===== src/sv/rmd_pkg.sv =====
// shared widths, constants and stage payload types for the redmean distance block
`default_nettype none

package rmd_pkg;

  // channel and weight widths
  localparam int CW = 8;             // one color channel
  localparam int RSW = CW + 1;       // sum of two red channels
  localparam int WW = 11;            // red / blue weight, up to 1530
  localparam int SQW = 2 * CW;       // squared channel difference
  localparam int PW = 27;            // one weighted term, below 2^27
  localparam int SW = 29;            // weighted sum, below 2^29

  // square root datapath
  localparam int FRAC = 8;                 // fraction bits of the result
  localparam int ROOT_BITS = 17;           // bits of the root term
  localparam int RW = SW + 2 * FRAC;       // radicand, sum scaled by 2^16
  localparam int DW = 30;                  // running ROOT_K * q
  localparam int TW = 48;                  // trial subtrahend
  localparam int DIST_W = 17;              // result width

  // redmean weights in integer form
  localparam int WR_BASE = 1020;
  localparam int WB_BASE = 1530;
  localparam int G_WEIGHT = 2040;
  // 510 * 9, folds the mean weighting and the exact 1/3
  localparam int ROOT_K = 4590;

  typedef struct packed {
    logic [CW-1:0] da;
    logic [SW-1:0] s;
  } front_t;

  typedef struct packed {
    logic [RW-1:0] rem;
    logic [DW-1:0] d;
    logic [ROOT_BITS-1:0] q;
    logic [CW-1:0] da;
  } root_t;

endpackage

`default_nettype wire


===== src/sv/rmd_front.sv =====
// front end: channel differences, squares, weighting and the weighted sum over four stages
`default_nettype none

module rmd_front (
  input  wire logic               clk,
  input  wire logic               rst,
  input  wire logic               src_valid,
  output logic                    src_stall,
  input  wire logic [7:0]         first_red,
  input  wire logic [7:0]         first_green,
  input  wire logic [7:0]         first_blue,
  input  wire logic [7:0]         first_alpha,
  input  wire logic [7:0]         second_red,
  input  wire logic [7:0]         second_green,
  input  wire logic [7:0]         second_blue,
  input  wire logic [7:0]         second_alpha,
  output logic                    dst_valid,
  output rmd_pkg::front_t         dst_data,
  input  wire logic               dst_ready
);
  import rmd_pkg::*;

  logic [3:0] v;
  logic [3:0] en;

  // stage a: differences and red sum
  logic [CW-1:0]  a_dr, a_dg, a_db, a_da;
  logic [RSW-1:0] a_rsum;
  // stage b: squares and weights
  logic [SQW-1:0] b_dr2, b_dg2, b_db2;
  logic [WW-1:0]  b_wr, b_wb;
  logic [CW-1:0]  b_da;
  // stage c: weighted terms
  logic [PW-1:0]  c_pr, c_pg, c_pb;
  logic [CW-1:0]  c_da;
  // stage d: sum
  front_t         d_out;

  // a stage moves when it is empty or the next one moves
  assign en[3] = !v[3] || dst_ready;
  assign en[2] = !v[2] || en[3];
  assign en[1] = !v[1] || en[2];
  assign en[0] = !v[0] || en[1];
  assign src_stall = !en[0];

  always_ff @(posedge clk) begin
    if (rst) begin
      v <= '0;
    end else begin
      if (en[0]) v[0] <= src_valid;
      if (en[1]) v[1] <= v[0];
      if (en[2]) v[2] <= v[1];
      if (en[3]) v[3] <= v[2];
    end
  end

  always_ff @(posedge clk) begin
    if (en[0]) begin
      a_dr <= (first_red > second_red) ? first_red - second_red : second_red - first_red;
      a_dg <= (first_green > second_green) ? first_green - second_green
                                           : second_green - first_green;
      a_db <= (first_blue > second_blue) ? first_blue - second_blue
                                         : second_blue - first_blue;
      a_da <= (first_alpha > second_alpha) ? first_alpha - second_alpha
                                           : second_alpha - first_alpha;
      a_rsum <= RSW'(first_red) + RSW'(second_red);
    end
    if (en[1]) begin
      b_dr2 <= SQW'(a_dr) * SQW'(a_dr);
      b_dg2 <= SQW'(a_dg) * SQW'(a_dg);
      b_db2 <= SQW'(a_db) * SQW'(a_db);
      b_wr  <= WW'(WR_BASE) + WW'(a_rsum);
      b_wb  <= WW'(WB_BASE) - WW'(a_rsum);
      b_da  <= a_da;
    end
    if (en[2]) begin
      c_pr <= PW'(b_wr) * PW'(b_dr2);
      c_pg <= PW'(b_dg2) * PW'(G_WEIGHT);
      c_pb <= PW'(b_wb) * PW'(b_db2);
      c_da <= b_da;
    end
    if (en[3]) begin
      d_out.s  <= SW'(c_pr) + SW'(c_pg) + SW'(c_pb);
      d_out.da <= c_da;
    end
  end

  assign dst_valid = v[3];
  assign dst_data = d_out;

endmodule

`default_nettype wire


===== src/sv/rmd_root.sv =====
// pipelined restoring square root, one result bit per stage
`default_nettype none

module rmd_root (
  input  wire logic                  clk,
  input  wire logic                  rst,
  input  wire logic                  src_valid,
  output logic                       src_stall,
  input  wire rmd_pkg::front_t       src_data,
  output logic                       dst_valid,
  output logic [rmd_pkg::ROOT_BITS-1:0] dst_q,
  output logic [rmd_pkg::CW-1:0]     dst_da,
  input  wire logic                  dst_ready
);
  import rmd_pkg::*;

  root_t st  [ROOT_BITS];
  root_t src [ROOT_BITS];
  logic  v     [ROOT_BITS];
  logic  src_v [ROOT_BITS];
  logic  en    [ROOT_BITS];

  // radicand is the sum scaled by 2^16, nothing taken yet
  assign src[0].rem = {src_data.s, (2 * FRAC)'(0)};
  assign src[0].d   = '0;
  assign src[0].q   = '0;
  assign src[0].da  = src_data.da;
  assign src_v[0]   = src_valid;
  assign src_stall  = !en[0];

  for (genvar k = 0; k < ROOT_BITS; k++) begin : g_bit
    localparam int B = ROOT_BITS - 1 - k;
    logic [TW-1:0] trial;
    logic [TW:0]   sub;
    logic          take;

    // K*(q+2^B)^2 - K*q^2 = (K*q << (B+1)) + (K << 2B)
    assign trial = (TW'(src[k].d) << (B + 1)) + (TW'(ROOT_K) << (2 * B));
    assign sub   = {1'b0, TW'(src[k].rem)} - {1'b0, trial};
    assign take  = !sub[TW];

    if (k == ROOT_BITS - 1) begin : g_last
      assign en[k] = !v[k] || dst_ready;
    end else begin : g_mid
      assign en[k] = !v[k] || en[k+1];
      assign src[k+1] = st[k];
      assign src_v[k+1] = v[k];
    end

    always_ff @(posedge clk) begin
      if (rst) begin
        v[k] <= 1'b0;
      end else if (en[k]) begin
        v[k] <= src_v[k];
      end
    end

    always_ff @(posedge clk) begin
      if (en[k]) begin
        st[k].rem <= take ? sub[RW-1:0] : src[k].rem;
        st[k].d   <= take ? src[k].d + DW'(ROOT_K << B) : src[k].d;
        st[k].q   <= take ? (src[k].q | (ROOT_BITS'(1) << B)) : src[k].q;
        st[k].da  <= src[k].da;
      end
    end
  end

  assign dst_valid = v[ROOT_BITS-1];
  assign dst_q     = st[ROOT_BITS-1].q;
  assign dst_da    = st[ROOT_BITS-1].da;

endmodule

`default_nettype wire


===== src/sv/rgba_redmean_color_distance.sv =====
// top level: redmean rgba color distance, fully pipelined, one item per clock while not stalled
//
//  channel  | handshake                | payload
//  ---------+--------------------------+------------------------------------------
//  color    | color_valid, color_stall | first_/second_ red green blue alpha, 8 b
//  dist     | dist_valid, dist_stall   | distance, 17 b, 8 fraction bits
//
// one item enters per clock while color_stall is low; it reaches dist_valid through
// 22 register stages: 4 front, 17 square root, 1 output register
// the square root takes one result bit per stage, which sets the depth
// rst is synchronous and clears only the valid bits
// a stage moves whenever it is empty or its successor moves, so bubbles close up
// and color_stall rises only once every stage holds an item and dist is stalled
`default_nettype none

module rgba_redmean_color_distance (
  input  wire logic        clk,
  input  wire logic        rst,
  input  wire logic        color_valid,
  output logic             color_stall,
  input  wire logic [7:0]  first_red,
  input  wire logic [7:0]  first_green,
  input  wire logic [7:0]  first_blue,
  input  wire logic [7:0]  first_alpha,
  input  wire logic [7:0]  second_red,
  input  wire logic [7:0]  second_green,
  input  wire logic [7:0]  second_blue,
  input  wire logic [7:0]  second_alpha,
  output logic             dist_valid,
  input  wire logic        dist_stall,
  output logic [16:0]      distance
);
  import rmd_pkg::*;

  // front end to root
  logic             fr_valid;
  logic             fr_stall;
  front_t           fr_data;
  // root to output register
  logic             rt_valid;
  logic             rt_stall;
  logic [ROOT_BITS-1:0] rt_q;
  logic [CW-1:0]    rt_da;
  logic             out_en;

  // s = (1020+r1+r2)*dr^2 + 2040*dg^2 + (1530-r1-r2)*db^2
  rmd_front u_front (
    .clk          (clk),
    .rst          (rst),
    .src_valid    (color_valid),
    .src_stall    (color_stall),
    .first_red    (first_red),
    .first_green  (first_green),
    .first_blue   (first_blue),
    .first_alpha  (first_alpha),
    .second_red   (second_red),
    .second_green (second_green),
    .second_blue  (second_blue),
    .second_alpha (second_alpha),
    .dst_valid    (fr_valid),
    .dst_data     (fr_data),
    .dst_ready    (!fr_stall)
  );

  // q = largest value with 4590*q^2 <= s*2^16, i.e. 256*sqrt(s/510)/3 truncated
  rmd_root u_root (
    .clk       (clk),
    .rst       (rst),
    .src_valid (fr_valid),
    .src_stall (fr_stall),
    .src_data  (fr_data),
    .dst_valid (rt_valid),
    .dst_q     (rt_q),
    .dst_da    (rt_da),
    .dst_ready (!rt_stall)
  );

  // output register, the alpha term joins here
  assign out_en   = !dist_valid || !dist_stall;
  assign rt_stall = !out_en;

  always_ff @(posedge clk) begin
    if (rst) begin
      dist_valid <= 1'b0;
    end else if (out_en) begin
      dist_valid <= rt_valid;
    end
  end

  always_ff @(posedge clk) begin
    if (out_en) begin
      distance <= DIST_W'({rt_da, FRAC'(0)}) + DIST_W'(rt_q);
    end
  end

endmodule

`default_nettype wire


===== config.mk =====
export PLATFORM = sky130hd
export DESIGN_NAME = rgba_redmean_color_distance
export DESIGN_NICKNAME = d
export VERILOG_FILES = /design/src/sv/rmd_pkg.sv /design/src/sv/rmd_front.sv /design/src/sv/rmd_root.sv /design/src/sv/rgba_redmean_color_distance.sv
export SDC_FILE = /design/constraint.sdc
export NUM_CORES = 2
export LEC_CHECK = 0
export BUFFER_PORTS_ARGS = -buffer_cell sky130_fd_sc_hd__buf_2
export CORE_ASPECT_RATIO = 1.75
export CORE_MARGIN = 3
export CORE_UTILIZATION = 50
export DETAILED_ROUTE_END_ITERATION = 10
export GPL_ROUTABILITY_DRIVEN = 0
export PLACE_DENSITY_LB_ADDON = 0.15
export SLEW_MARGIN = 10
export SYNTH_ARGS = -nofsm -noshare
export SYNTH_HDL_FRONTEND = slang
export SYNTH_SLANG_ARGS = --single-unit

===== constraint.sdc =====
create_clock -name clk -period 14.45 [get_ports clk]
set_input_delay 1.445 -clock clk [delete_from_list [all_inputs] [get_ports clk]]
set_output_delay 1.445 -clock clk [all_outputs]
set_load 0.02 [all_outputs]

==> results_dict.tcl <==
set metrics [dict create \
    fin_skew_ns 0.0750 \
    cp-end-kind "output pin" \
    cts_buffer_depth 4 \
    cp.arrival_ns 5.41 \
    rsz0062_at_grt "no" \
    routedWlPerCell_um 19.2 \
    grt_pass1_wl_mm 355 \
    dr.first_iter.drc_count 3201 \
    setup.worst_path.start_class "primary input" \
    grt_overflow 0 \
    slew_violations 0 \
    async_reset_ff_share_pct 0 \
    cts_setup_buffers 0 \
    die_y_um 587 \
    hold_depth 0 \
    preCtsSetupSlack_ns 7.53 \
    netlist.area_leader.share_pct 42.5 \
    wirelength_mm 225 \
    antenna_found_initial 2 \
    min_period_ns 6.86 \
    hold_viol_final 0 \
    synth_cell_type_count 96 \
    ys_seq_area_share_pct 42.6 \
    drc 0 \
    synth_edf_count 1365 \
    num_io_pins 87 \
    cp_max_fo 42 \
    clock_sinks 1370 \
    timing.final.ws_setup_ns 7.59 \
    tns_ns 0 \
    syn-cell-area_mm2 0.0964 \
    fmaxAchievable_mhz 146 \
    cts_tree "yes" \
    routed-via-count 66100 \
    required_ns 13.01 \
    r2r_cells 18 \
    dp_hpwl_mm 180 \
    row_count 212 \
    cts_root_buf "clkbuf_16" \
    vias_per_cell 5.64 \
    finalSetupViolCount 0 \
    criticalPathCategory "in -> out" \
    die_w_um 338 \
    clk_pin_slew_ns 0.06 \
    synth.largest_area_cell "edfxtp_1" \
    antenna_left 0 \
    cts_resized 0 \
    synth-seq-cells 1370 \
    io_buffer_count 86 \
    synth_common_cells "edfxtp_1, inv_1, ha_1, nand2_1, nor2_1" \
    synth_area_per_cell_um2 10.6 \
    clk_latency_ns 0.79 \
    first_global_vias 69800 \
    netlist_instances 9064 \
    synth_flop_cell "edfxtp_1" \
    outcome "completed" \
    hold_path_class "reg -> reg" \
    regToRegSetupSlack_ns 8.19 \
    ys_warn_count 0 \
    tightestPinTransition_ns 1.27 \
    numCtsBuffers 141 \
    max-slew-margin-rel_pct 14.4 \
    drv_cap 0 \
    htree_levels 4 \
    hold_slack_ns 0.407 \
    cts_hold_buf 0 \
    syn_to_final_growth_pct 7.52 \
    drive_gt1_share_pct 5.24 \
    post-route-period-util_pct 47.4 \
    start_util_pct 50.4 \
    dieArea_mm2 0.198 \
    synth.most_common_cell "edfxtp_1" \
    ys_top_cells_by_area "edfxtp_1, ha_1, fa_1, xnor2_1, xor2_1" \
    grt_usage_pct 22.6 \
    core_area_mm2 0.191 \
    drtPass1Iterations 6 \
    grt_max_degree 67 \
    final_net_count 10300 \
]
per-stage QoR:
step           utilization, %  cells  instance area (um^2)
2_1_floorplan               -   9076                 96400
3_3_place_gp             52.0  11500                 99400
3_5_place_dp             52.0  11500                 99400
4_1_cts                  54.2  11700                104000
5_1_grt                  54.2  11700                104000
6_report                 54.2  11700                104000
logic make-up after synthesis:
family	after synthesis	synth area share, %
and+or+nand+nor	2641	13.4
AOI/OAI and AO/OA	1708	11.3
DFF	1370	42.6
adders and majority gates	1155	18.1
xor gates and xnor gates	1072	9.74
buffers and inverters	1056	4.16
muxes	60	0.679
other	2	0.00779
worst max-delay path, cell delays in order:
cell,delay [ns]
buf_2,0.10
and3_1,0.33
inv_1,0.48
nor2_1,0.37
and2_1,0.31
clkinv_2,0.39
nor2_1,0.41
inv_2,0.31
nor4_1,0.35
buf_4,0.20
nand3_2,0.07
buf_4,0.29
inv_1,0.11
buf_2,0.16
per-layer routing:
metal / wire length (um) / vias to the layer above / GRT usage (%)
met2: 130000 / 1425 / 46.5
met5: 0 / - / 0
met3: 5850 / 757 / 2.22
met4: 18800 / 0 / 16.3
met1: 70500 / 32000 / 19.2
li1: - / 32000 / -
flip-flops by register name, indices dropped and copies added, names as in the netlist, 4 cells and up:
name              count
u_front.a_dg          8
u_front.c_pg         23
u_front.dst_data     37
u_front.b_wb         10
u_front.a_da          8
u_front.b_dg2        15
u_root.st          1096
u_front.c_da          8
u_front.b_dr2        15
u_front.b_wr         10
u_front.c_pb         27
u_front.a_db          8
u_front.b_db2        15
u_front.a_rsum        9
u_front.a_dr          7
distance             17
u_front.c_pr         27
u_front.v             4
u_front.b_da          8
u_root.v             17
path summary, 6_finish.rpt:
kind,endpoint,startpoint
min,u_root.st[13][0],u_root.st[12][0]
max,color_stall,dist_stall
max reg2reg,u_front.c_pb[26],u_front.b_wb[4]
min reg2reg,u_root.st[13][0],u_root.st[12][0]
layout by cell type, fill, tap and decap left out, types with 79 or more instances in the layout:
master,n
o21ai_0,382
nand4_1,90
and2_1,257
xor2_1,503
a21oi_1,529
inv_1,764
xnor2_1,569
buf_2,86
o21a_1,79
and3_1,101
edfxtp_1,1365
ha_1,762
nand3_1,211
clkbuf_16,147
nor2_1,608
nand2_1,739
nor3_1,194
a21o_1,177
fa_1,393
cell type report:
| type | instances | area [um^2] |
|---|---|---|
| clock inverters | 67 | 464 |
| diodes | 1 | 2.50 |
| well taps | 2568 | 3210 |
| flip-flops and latches | 1370 | 41100 |
| clock buffers | 172 | 3770 |
| repair buffers | 128 | 746 |
| multi-input cells | 6650 | 51400 |
| inverters | 778 | 2920 |
| fillers | 16700 | 87600 |
Power is left out: the tool's default activity adds up to more than one toggle a clock period on the data nets, which glitch-free logic cannot reach.
